$ cat config.mk
export PLATFORM = sky130hd
export DESIGN_NAME = lru_way_select_with_access_counters
export DESIGN_NICKNAME = d
export VERILOG_FILES = /design/src/lrus_pkg.sv /design/src/lru_way_select_with_access_counters.sv /design/src/lrus_ram.sv /design/src/lrus_victim.sv
export SDC_FILE = /design/constraint.sdc
export NUM_CORES = 2
export LEC_CHECK = 0
export ABC_AREA = 0
export BUFFER_PORTS_ARGS = -buffer_cell sky130_fd_sc_hd__buf_2
export CORE_MARGIN = 4
export CORE_UTILIZATION = 60
export DETAILED_ROUTE_END_ITERATION = 7
export GPL_ROUTABILITY_DRIVEN = 1
export PLACE_DENSITY = 0.77
export SLEW_MARGIN = 20
export SYNTH_ARGS = -nofsm -noshare
export SYNTH_HDL_FRONTEND = slang
export SYNTH_SLANG_ARGS = --single-unit
$ cat constraint.sdc
create_clock -name clk -period 43.2 [get_ports clk]
set_input_delay 2.16 -clock clk [delete_from_list [all_inputs] [get_ports clk]]
set_output_delay 2.16 -clock clk [all_outputs]
set_load 0.02 [all_outputs]
$ cat src/lrus_pkg.sv
// Shared types and constants for the LRU way selector with access counters.
`default_nettype none
package lrus_pkg;

  localparam int WAYS       = 16;
  localparam int COUNT_BITS = 32;
  localparam int WAY_BITS   = (WAYS > 1) ? $clog2(WAYS) : 1;
  localparam int MASK_BITS  = 16;
  localparam int FIELD_BITS = 32;
  localparam int CNT_WORD   = 4 * COUNT_BITS;

  typedef enum logic [1:0] {
    OP_LOAD  = 2'd0,
    OP_STORE = 2'd1,
    OP_OTHER = 2'd2,
    OP_MISS  = 2'd3
  } opcode_t;

  typedef struct packed {
    logic [1:0]           opcode;
    logic [3:0]           hit_way;
    logic [MASK_BITS-1:0] valid_mask;
    logic [MASK_BITS-1:0] eligible_mask;
  } req_t;

  typedef struct packed {
    logic [3:0]            chosen_way;
    logic [FIELD_BITS-1:0] load_count;
    logic [FIELD_BITS-1:0] store_count;
    logic [FIELD_BITS-1:0] insert_count;
    logic [FIELD_BITS-1:0] write_count;
  } rsp_t;

  // One counter memory word holds all four counters of a way.
  typedef struct packed {
    logic [COUNT_BITS-1:0] writes;
    logic [COUNT_BITS-1:0] inserts;
    logic [COUNT_BITS-1:0] stores;
    logic [COUNT_BITS-1:0] loads;
  } cnt_t;

  typedef logic [WAYS-1:0][WAY_BITS-1:0] age_vec_t;

  function automatic logic [COUNT_BITS-1:0] sat_inc(input logic [COUNT_BITS-1:0] v);
    return (&v) ? v : v + COUNT_BITS'(1);
  endfunction

endpackage
`default_nettype wire

$ cat src/lru_way_select_with_access_counters.sv
// Top level: true-LRU way selection for one set with per-way saturating access counters.
//
//   channel  direction  handshake             payload
//   req      in         req_valid/req_ready   lrus_pkg::req_t (opcode, hit_way, masks)
//   rsp      out        rsp_valid/rsp_ready   lrus_pkg::rsp_t (chosen_way, four counts)
//
// On accept the block picks the way and reads its counter word from the counter RAM;
// in the write-back state it increments, writes back and ages the set.
// A request is taken while an earlier result still waits in the output register;
// the write-back cycle holds until that register is free.
// Reset sets way i to age i and clears all counters through per-way valid bits;
// no clearing pass is needed.
`default_nettype none
module lru_way_select_with_access_counters (
  input  wire  logic            clk,
  input  wire  logic            rst,
  input  wire  logic            req_valid,
  output logic                  req_ready,
  input  wire  lrus_pkg::req_t  req,
  output logic                  rsp_valid,
  input  wire  logic            rsp_ready,
  output lrus_pkg::rsp_t        rsp
);

  typedef enum logic [1:0] {
    S_IDLE = 2'b01,
    S_RMW  = 2'b10
  } state_t;

  state_t                          state;
  state_t                          state_next;
  lrus_pkg::age_vec_t              ages;
  lrus_pkg::age_vec_t              ages_next;
  logic [lrus_pkg::WAYS-1:0]       cnt_valid;
  logic [lrus_pkg::WAY_BITS-1:0]   way;
  logic [3:0]                      hit_raw;
  logic [1:0]                      op;
  logic                            oor;
  logic [lrus_pkg::WAY_BITS-1:0]   victim;
  logic [lrus_pkg::WAY_BITS-1:0]   sel_way;
  logic                            accept;
  logic                            done;
  logic                            mem_we;
  logic [lrus_pkg::CNT_WORD-1:0]   mem_rdata;
  lrus_pkg::cnt_t                  cur;
  lrus_pkg::cnt_t                  upd;
  logic [lrus_pkg::WAY_BITS-1:0]   age_w;
  logic [lrus_pkg::WAYS-1:0]       age_seen;

  lrus_victim u_victim (
    .ages          (ages),
    .valid_mask    (req.valid_mask),
    .eligible_mask (req.eligible_mask),
    .victim        (victim)
  );

  lrus_ram #(
    .WIDTH (lrus_pkg::CNT_WORD),
    .DEPTH (lrus_pkg::WAYS)
  ) u_cnt_ram (
    .clk   (clk),
    .we    (mem_we),
    .waddr (way),
    .wdata (upd),
    .re    (accept),
    .raddr (sel_way),
    .rdata (mem_rdata)
  );

  assign req_ready = (state == S_IDLE);
  assign accept    = req_valid && req_ready;
  assign done      = (state == S_RMW) && (!rsp_valid || rsp_ready);
  assign mem_we    = done && !oor;
  assign sel_way   = (req.opcode == lrus_pkg::OP_MISS) ? victim
                                                       : lrus_pkg::WAY_BITS'(req.hit_way);

  // Never-written entries read as zero.
  assign cur = cnt_valid[way] ? lrus_pkg::cnt_t'(mem_rdata) : '0;

  always_comb begin
    upd = cur;
    case (op)
      lrus_pkg::OP_LOAD: begin
        upd.loads = lrus_pkg::sat_inc(cur.loads);
      end
      lrus_pkg::OP_STORE: begin
        upd.stores = lrus_pkg::sat_inc(cur.stores);
        upd.writes = lrus_pkg::sat_inc(cur.writes);
      end
      lrus_pkg::OP_MISS: begin
        upd.inserts = lrus_pkg::sat_inc(cur.inserts);
        upd.writes  = lrus_pkg::sat_inc(cur.writes);
      end
      default: begin
        upd = cur;
      end
    endcase
  end

  // Make the chosen way MRU: younger ways age by one.
  assign age_w = ages[way];
  always_comb begin
    for (int i = 0; i < lrus_pkg::WAYS; i++) begin
      if (lrus_pkg::WAY_BITS'(i) == way) begin
        ages_next[i] = '0;
      end else if (ages[i] < age_w) begin
        ages_next[i] = ages[i] + lrus_pkg::WAY_BITS'(1);
      end else begin
        ages_next[i] = ages[i];
      end
    end
  end

  always_comb begin
    state_next = state;
    case (state)
      S_IDLE: begin
        if (accept) begin
          state_next = S_RMW;
        end
      end
      S_RMW: begin
        if (done) begin
          state_next = S_IDLE;
        end
      end
      default: begin
        state_next = S_IDLE;
      end
    endcase
  end

  always_ff @(posedge clk) begin
    if (rst) begin
      state     <= S_IDLE;
      rsp_valid <= 1'b0;
      cnt_valid <= '0;
      for (int i = 0; i < lrus_pkg::WAYS; i++) begin
        ages[i] <= lrus_pkg::WAY_BITS'(i);
      end
    end else begin
      state <= state_next;
      if (done) begin
        rsp_valid <= 1'b1;
      end else if (rsp_ready) begin
        rsp_valid <= 1'b0;
      end
      if (mem_we) begin
        cnt_valid[way] <= 1'b1;
        ages           <= ages_next;
      end
    end
  end

  always_ff @(posedge clk) begin
    if (accept) begin
      way     <= sel_way;
      hit_raw <= req.hit_way;
      op      <= req.opcode;
      oor     <= (req.opcode != lrus_pkg::OP_MISS) &&
                 (32'(req.hit_way) >= 32'(lrus_pkg::WAYS));
    end
    if (done) begin
      if (oor) begin
        rsp.chosen_way   <= hit_raw;
        rsp.load_count   <= '0;
        rsp.store_count  <= '0;
        rsp.insert_count <= '0;
        rsp.write_count  <= '0;
      end else begin
        rsp.chosen_way   <= 4'(way);
        rsp.load_count   <= lrus_pkg::FIELD_BITS'(upd.loads);
        rsp.store_count  <= lrus_pkg::FIELD_BITS'(upd.stores);
        rsp.insert_count <= lrus_pkg::FIELD_BITS'(upd.inserts);
        rsp.write_count  <= lrus_pkg::FIELD_BITS'(upd.writes);
      end
    end
  end

  always_comb begin
    age_seen = '0;
    for (int i = 0; i < lrus_pkg::WAYS; i++) begin
      age_seen[ages[i]] = 1'b1;
    end
  end

  a_age_perm: assert property (@(posedge clk) disable iff (rst)
    $countones(age_seen) == lrus_pkg::WAYS)
    else $error("way ages are no longer a permutation");

  a_accept_rmw: assert property (@(posedge clk) disable iff (rst)
    accept |=> (state == S_RMW))
    else $error("accepted request did not enter write-back");

  a_done_rsp: assert property (@(posedge clk) disable iff (rst)
    done |=> rsp_valid)
    else $error("write-back finished without a result");

  a_we_rmw: assert property (@(posedge clk) disable iff (rst)
    mem_we |-> ((state == S_RMW) && !accept))
    else $error("counter write outside write-back");

endmodule
`default_nettype wire

$ cat src/lrus_ram.sv
// Generic single-port-write, single-port-read RAM with registered read data.
`default_nettype none
module lrus_ram #(
  parameter int WIDTH = 8,
  parameter int DEPTH = 16
) (
  input  wire  logic                             clk,
  input  wire  logic                             we,
  input  wire  logic [$clog2(DEPTH)-1:0]         waddr,
  input  wire  logic [WIDTH-1:0]                 wdata,
  input  wire  logic                             re,
  input  wire  logic [$clog2(DEPTH)-1:0]         raddr,
  output logic       [WIDTH-1:0]                 rdata
);

  logic [WIDTH-1:0] mem [DEPTH];

  always_ff @(posedge clk) begin
    if (we) begin
      mem[waddr] <= wdata;
    end
    if (re) begin
      rdata <= mem[raddr];
    end
  end

endmodule
`default_nettype wire

$ cat src/lrus_victim.sv
// Victim choice on a miss: first invalid way, else oldest eligible way of nonzero age, else way 0.
`default_nettype none
module lrus_victim (
  input  wire  lrus_pkg::age_vec_t                 ages,
  input  wire  logic [lrus_pkg::MASK_BITS-1:0]     valid_mask,
  input  wire  logic [lrus_pkg::MASK_BITS-1:0]     eligible_mask,
  output logic       [lrus_pkg::WAY_BITS-1:0]      victim
);

  localparam int LEAVES = 1 << lrus_pkg::WAY_BITS;
  localparam int LVLS   = lrus_pkg::WAY_BITS;

  logic [lrus_pkg::WAYS-1:0]     valid_w;
  logic [lrus_pkg::WAYS-1:0]     elig_w;
  logic [lrus_pkg::WAY_BITS-1:0] inv_way;
  logic                          inv_found;
  logic [lrus_pkg::WAY_BITS:0]   key [LVLS+1][LEAVES];
  logic [lrus_pkg::WAY_BITS-1:0] idx [LVLS+1][LEAVES];

  // Mask bits past the last way are dropped; ways past the mask read as invalid.
  assign valid_w = lrus_pkg::WAYS'({{lrus_pkg::WAYS{1'b0}}, valid_mask});
  assign elig_w  = lrus_pkg::WAYS'({{lrus_pkg::WAYS{1'b0}}, eligible_mask});

  always_comb begin
    inv_way   = '0;
    inv_found = 1'b0;
    for (int i = lrus_pkg::WAYS - 1; i >= 0; i--) begin
      if (!valid_w[i]) begin
        inv_way   = lrus_pkg::WAY_BITS'(i);
        inv_found = 1'b1;
      end
    end
  end

  // Max tree on {qualifies, age}; a tie keeps the left, lower-numbered way.
  always_comb begin
    for (int l = 0; l <= LVLS; l++) begin
      for (int j = 0; j < LEAVES; j++) begin
        key[l][j] = '0;
        idx[l][j] = '0;
      end
    end
    for (int j = 0; j < LEAVES; j++) begin
      idx[0][j] = lrus_pkg::WAY_BITS'(j);
      if (j < lrus_pkg::WAYS) begin
        if (elig_w[j] && (ages[j] != '0)) begin
          key[0][j] = {1'b1, ages[j]};
        end
      end
    end
    for (int l = 0; l < LVLS; l++) begin
      for (int j = 0; j < (LEAVES >> (l + 1)); j++) begin
        if (key[l][2*j+1] > key[l][2*j]) begin
          key[l+1][j] = key[l][2*j+1];
          idx[l+1][j] = idx[l][2*j+1];
        end else begin
          key[l+1][j] = key[l][2*j];
          idx[l+1][j] = idx[l][2*j];
        end
      end
    end
  end

  always_comb begin
    if (inv_found) begin
      victim = inv_way;
    end else if (key[LVLS][0][lrus_pkg::WAY_BITS]) begin
      victim = idx[LVLS][0];
    end else begin
      victim = '0;
    end
  end

endmodule
`default_nettype wire
* Word level (Yosys, flattened, before mapping)
Memory sizes are Yosys's and may differ from the RTL's. A register that Yosys moved wholly into a read port is not among the register bits.
Index checks and enable logic that the tools add are counted.
** Storage, ports and cells
- RAM bits :: 2048
- Latch bits :: 0
- Word-level logic and storage cells :: 316
- Output and inout bits :: 134
- Input port bits :: 42
- Memories :: 1
- Flip-flop bits (word level) :: 221
- Bits in read-only memories :: 0
** Memory list
- u_cnt_ram.mem :: depth 16, width 128, rd ports 1, clocked after memory_dff 1, write ports 1, RTL line lrus_ram.sv:16 : logic [WIDTH-1:0] mem [DEPTH];
** Operators by class
- Order comparisons :: 33
- Divide/modulo/power cells :: 0
- Equal/unequal tests :: 22
- Add/subtract/negate cells :: 20
- Multipliers :: 0
- Shift-type cells :: 0
- Reductions and logical operators :: 78
- Bitwise gates (word level) :: 1
- Mux-type cells :: 135
** Operators by type and width (count)
- $mux 32 :: 8
- $mux 4 :: 53
- $mux 5 :: 31
- $add 32x1->32 const B :: 4
- $mux 128 :: 1
- $reduce_and 32->1 :: 4
- $gt 5x5->1 :: 15
- $add 4x1->4 const B :: 16
- $lt 4x4->1 :: 16
- $reduce_bool 4->1 :: 16
- $reduce_and 2->1 :: 17
- $reduce_bool 2->1 :: 17
- $eq 4x4->1 const A :: 8
- $mux 1 :: 30
- $logic_and 1x1->1 :: 19
- $bmux 4 s4 :: 1
- $eq 3x4->1 const A :: 4
- $or 16x16->16 :: 1
- $mux 2 :: 6
- $eq 2x4->1 const A :: 2
- $eq 2x2->1 const B :: 3
- $mux 3 :: 2
- $lt 4x5->1 const B :: 1
- $bmux 1 s4 :: 1
- 12 further kinds :: 13

* Depth between registers and ports, before layout
- Depth in word-level cells :: 18
- Depth in mapped cells :: 46
- Mapped depth without buffers :: 41

* Modules after synthesis
A second synthesis with hierarchy kept.
** Unflattened totals
- Cells, all modules :: 5304
- Area total of the unflattened synthesis :: 98056.5 um^2
** By module, submodules not included
- lrus_ram :: seq. area each 65342.7 um^2, cells an instance 3365, instances 1, area each 80612.3 um^2
- lru_way_select_with_access_counters :: seq. area each 5805.6 um^2, cells an instance 1462, instances 1, area each 13995.9 um^2
- lrus_victim :: seq. area each 0.0 um^2, cells an instance 477, instances 1, area each 3448.3 um^2

* Worst setup path after synthesis
OpenSTA, ideal clock, no wires.
- Kind :: input to register
- From :: input rsp_ready
- To :: register ages[3] (netlist bit)
- Path slack :: 27.349 ns
- Stages :: 9
- Path buffers :: 1
- Data required time :: 43.068 ns
- Setup time :: 0.132 ns
- Arrival time :: 15.719 ns
- Cell sequence :: nand2b_1 nand2b_1 clkbuf_1 inv_1 nand2_1 nor3_1 o21ai_0 a21oi_1 nor3_1
** Between the ends
- Cells in the longest elaborated chain, start to end :: 3
** Ends and longest elaborated chain
- start: declaration :: RTL line lru_way_select_with_access_counters.sv:21 : input wire logic rsp_ready,
- $logic_or 1x1->1 :: RTL line lru_way_select_with_access_counters.sv:72 : assign done = (state == S_RMW) && (!rsp_valid || rsp_ready);
- $logic_and 1x1->1 :: RTL line lru_way_select_with_access_counters.sv:72
- via done :: RTL line lru_way_select_with_access_counters.sv:42 : logic done;
- $reduce_and 2->1 (no line)
- end signal: indexed assignment :: RTL line lru_way_select_with_access_counters.sv:139 : ages[i] <= lrus_pkg::WAY_BITS'(i);
- end signal: assignment :: RTL line lru_way_select_with_access_counters.sv:150 : ages <= ages_next;
- end: declaration :: RTL line lru_way_select_with_access_counters.sv:32 : lrus_pkg::age_vec_t ages;
The timed path passes the listed nets, and every way through them passes these cells.
A chain may end at the register's enable or synchronous reset.

* Worst setup path in the final report
- From :: input req[4] (netlist bit)
- To :: register u_cnt_ram.rdata[5], read port of u_cnt_ram.mem, data pin
** Between the ends
- Cells in the longest elaborated chain, start to end :: 13
- Elaborated cells on any way between the ends :: 17
- Classes of those cells :: order compare (4); mux (12); reduce/logical (1)
** Ends and longest elaborated chain
- start: declaration :: RTL line lru_way_select_with_access_counters.sv:19 : input wire lrus_pkg::req_t req,
- $logic_and 1x1->1 * :: RTL line lrus_victim.sv:46 : if (elig_w[j] && (ages[j] != '0)) begin
- $mux 5 * :: RTL line lrus_victim.sv:46
- $gt 5x5->1 :: RTL line lrus_victim.sv:53 : if (key[l][2*j+1] > key[l][2*j]) begin
- $mux 5 :: RTL line lrus_victim.sv:53
- $gt 5x5->1 :: RTL line lrus_victim.sv:53
- $mux 5 :: RTL line lrus_victim.sv:53
- $gt 5x5->1 :: RTL line lrus_victim.sv:53
- $mux 5 :: RTL line lrus_victim.sv:53
- $gt 5x5->1 :: RTL line lrus_victim.sv:53
- $mux 4 or $mux 5 (tied branches) :: RTL line lrus_victim.sv:53
- $mux 4 * :: RTL line lrus_victim.sv:67 : end else if (key[LVLS][0][lrus_pkg::WAY_BITS]) begin
- $mux 4 * :: RTL line lrus_victim.sv:65 : if (inv_found) begin
- $mux 4 * :: RTL line lru_way_select_with_access_counters.sv:74 : assign sel_way = (req.opcode == lrus_pkg::OP_MISS) ? victim
- end: declaration :: RTL line lrus_ram.sv:13 : output logic [WIDTH-1:0] rdata
Every way passes the cells marked *; elsewhere a longest branch is shown, timed or not.

==> results <==
- The number of CTS-inserted buffers is 222.
- The first global-routing pass estimated 387000 microns of wire.
- The clock drives 2397 sinks.
- At the pin with the least slew margin, the transition time is 1.17 ns.
- The floorplan step set the die width to 412 microns.
- The final routed wirelength across all metal layers is 267000 microns.
- The worst setup slack after layout is 30.39 ns.
- The power per cell area is ~48 nW/um^2.
- The tightest hold margin is 0.465 ns.
- The kind of cell adding the most delay to the critical path is compound AO/OA/AOI/OAI gates.
- The routed via count is 61000.
- Entering global routing, the biggest net connects 174 pins.
- The library cell with the largest summed area after synthesis is edfxtp_1.
- The startpoint of the most critical register-to-register path is ages[16].
- The effective utilization at floorplan is between 60% and 70%.
- The count of hold buffers inserted by post-cts repair is 0.
- The portion of the post-synthesis area used by sequential elements is 72.6%.
- The final total power is between 5 and 6 mW.
- The worst setup slack for register-to-register paths is just over 30 ns.
- Setup repair after global routing left no endpoint under its margin.
- After clock tree synthesis, the clock-pin slew on the worst setup and hold paths is 0.06 ns.
- The global-route total usage across every layer is a little under a third.
- The most used flip-flop cell after synthesis is edfxtp_1.
- The number of cells upsized or downsized after cts is 0.
- The post-route clock skew is 0.0315 ns.
- Of the total synthesized cell area, the portion taken by AND, OR, NAND and NOR gates is 9.75%.
- The critical-path cell with the highest stage delay is buf_4.
- Subtracting the final worst setup slack from the clock period gives roughly 13 ns.
- STA puts the critical path data required time at roughly 44 ns.
- Routability-driven placement finished with a final weighted congestion of around 0.90.
- The adder and majority gate portion of the synthesized area is approximately 2.0%.
- Ranked by total cell area, the synthesized netlist is headed by edfxtp_1 71%, nand2_1 4.2%, mux4_2 3.8%.
- The CTS tree is yes.
- The startpoint kind of the worst setup timing path is a primary input.
- The buffer and inverter count on the worst path is 7.
- The number of vias per cell is 6.64.
- Yosys printed 0 warnings.
- The final-report hold violation count came to 0.
- Prior to clock tree synthesis, the placed netlist has a worst setup slack of roughly 30 ns.
- Counting along the longest clock path gives a buffer depth of 3.
- The H-tree was split into 4 levels.
- The type of the most critical hold path is reg -> reg.
- The half-perimeter wire length after placement is between 100000 and 150000 microns.
- The largest single stage delay on the critical path is approximately 0.87 ns.
- Tracing the worst setup path back leads to its startpoint at req[4].
- After the last flow step, the layout net total stands at approximately 7000.
- In the routed design, unresolved DRC markers number 0.
- The cell at the root of the clock tree is clkbuf_16.
- Synthesis inferred 2397 register bits.
- The final total negative setup slack is 0 ns.
- The most frequently used cell type in the post-synthesis netlist is edfxtp_1.
- The die span in y is ~410 microns.
- The clock latency reported for the late side of the worst-skew pair is between 0.8 and 0.9 ns.
- The critical setup path kind is in -> reg.
- The via count of the first global-routing pass came to 59100.
- The worst register-to-register path has a depth of 36.
- The synthesized netlist devotes 0.948% of its cell area to XOR and XNOR gates.
- The layout has between 10000 and 15000 filler cells.
- The share of post-route cells with drive strength above 1 is 13.1%.
- The post-CTS setup-driven buffer insertion count is 0.
- Global routing finished with a remaining overflow of 0.
- Summed over its instances, the top area cell type makes up between 70% and 80% of the synthesized netlist area.
- The first-pass iteration count of the detailed router is 7.
- The area inside the core boundary is 163000 sq um.
- The post-synthesis instance area is approximately 98000 sq um.
- Counting every instance in the synthesized netlist gives between 6000 and 7000.
- The floorplan has ~150 rows.
- The largest family of logic cells by synthesized area is simple AND/OR/NAND/NOR gates.
- The arrival time of the worst setup path is between 10 and 15 ns.
- The mean instance size in the synthesized netlist is roughly 15 sq um.
- In the synthesized netlist, the cells that appear most often are 2314 x edfxtp_1, 1092 x nand2_1, 402 x nor2_1.
- Cells fill around 67% of the core in the end.
- Of all nets on the critical path, the largest fanout is 173.
- From synthesis to final layout, the design area changed by 11.3%.
- Setup violations remaining at the end of the flow were counted as 0.
- The die covers between 150000 and 200000 sq um.
- The maximum vdd ir drop is around 43 uV.
- The count of distinct cell types in the synthesized netlist is between 80 and 90.
- The synthesized netlist devotes under 10% of its cell area to compound gates.
- In this run the remaining antenna-violating nets after routing total 0.
- The flow ran to the end, and the final reports show no timing, DRC or antenna violations.
- The count of port buffers added during placement is 175.
- The maximum achievable frequency is 78.0 MHz.
- The static leakage is between 30 and 40 nW.
- The net count of the mapped netlist is 6826.
- The synthesized design contains 2314 enable-type register cells.
- The fraction of registers with async set/reset is 0%.
- The worst setup path is captured at a flip-flop.
- Dividing the final minimum period by the clock period gives 29.7%.
- The number of max-slew violations in the final report is 0.
- The number of stages on the worst setup path is 35.
- The number of antenna violations at the first check in global routing came to 7.
- For this block, the initial DRC count from the detailed router was about 9300.
- The worst register-to-register path ends at u_cnt_ram.rdata[5].
- Max-cap violations in this run came to 0.
- The capture point of the critical path is u_cnt_ram.rdata[5].
- The wire length per cell after detailed routing is 29.0 microns.
- The number of ports placed on the die boundary is 176.
- The worst pin sits at a relative slew slack of between 20% and 30%.
- The multiplexer fraction of the synthesized cell area is 7.02%.
==> power by group <==
part | switching [mW] | internal [mW]
Clock | 0.858 | 1.13
Combinational | 0.433 | 0.238
Sequential | 0.0324 | 2.55
Total | 1.32 | 3.91
==> stage by stage <==
stage                     area [sq um]  instances
after floorplan                  98000       6625
after global placement          101000       8772
after detailed placement        101000       8773
after CTS                       109000       9191
after global routing            109000       9192
final                           109000       9195
==> routing by layer <==
layer | wire length [microns] | track usage (%) | vias up
met5 | 125 | 0.489 | -
met4 | 14000 | 14.1 | 2
met3 | 33800 | 7.06 | 763
met2 | 125000 | 49.2 | 4485
li1 | - | - | 25600
met1 | 94000 | 41.8 | 30100
==> how the worst min path moves through the flow <==
| stage | startpoint | to | slack (ns) | depth (start not counted) |
|---|---|---|---|---|
| 2_1_floorplan | way[2] | rsp[130] | 0.42 | 0 |
| 3_3_place_gp | cnt_valid[13] | cnt_valid[13] | 0.44 | 2 |
| 3_5_place_dp | cnt_valid[15] | cnt_valid[15] | 0.45 | 2 |
| 4_1_cts | cnt_valid[15] | cnt_valid[15] | 0.47 | 2 |
| 5_1_grt | cnt_valid[5] | cnt_valid[5] | 0.49 | 2 |
| 6_report | cnt_valid[15] | cnt_valid[15] | 0.47 | 2 |
==> flip-flops by register name, indices dropped and copies added (netlist names) <==
| signal | flops |
|---|---|
| ages | 64 |
| u_cnt_ram.mem | 2048 |
| rsp_valid | 1 |
| op | 2 |
| rsp | 132 |
| state | 2 |
| way | 4 |
| u_cnt_ram.rdata | 128 |
| cnt_valid | 16 |
==> worst min-delay path: stages, from the launching register on <==
cell and delay, ns:
dfxtp_1 0.32, nor2_1 0.05, nor2_1 0.06
==> layout make-up <==
| cell class | instances | area [sq um] | share of cell area (%) |
|---|---|---|---|
| Multi-Input combinational cell | 3810 | 25400 | 23.3 |
| Clock buffer | 268 | 5770 | 5.29 |
| Timing Repair Buffer | 289 | 1930 | 1.77 |
| Clock inverter | 150 | 1620 | 1.49 |
| Antenna cell | 4 | 10.0 | 0.00918 |
| Sequential cell | 2397 | 71100 | 65.3 |
| Tap cell | 2175 | 2720 | 2.50 |
| Inverter | 102 | 413 | 0.379 |
==> cells in the final DEF, fill, tap and decap left out, types with 83 or more instances in the layout <==
master / netlist / layout
dfxtp_1: 83 / 83
mux4_2: 164 / 164
nor4_1: 95 / 95
edfxtp_1: 2314 / 2314
buf_4: 32 / 98
o22ai_1: 144 / 144
nand3_1: 309 / 309
clkbuf_16: 0 / 223
nor2_1: 402 / 365
a21oi_1: 319 / 308
mux2i_1: 279 / 278
nand2_1: 1092 / 1087
inv_1: 97 / 95
buf_2: 91 / 175
ha_1: 159 / 159
==> cells by family (layout without fill, tap and decap cells) <==
kind of cell               count (synthesis)  after routing
and+or+nand+nor                         2186           2186
adders and majority gates                159            159
buffers and inverters                    418            809
muxes                                    468            468
xor gates and xnor gates                 106            106
DFF                                     2397           2397
other                                      0              4
AOI/OAI and AO/OA                        891            891
No activity file was read; power rests on OpenSTA's default activity.
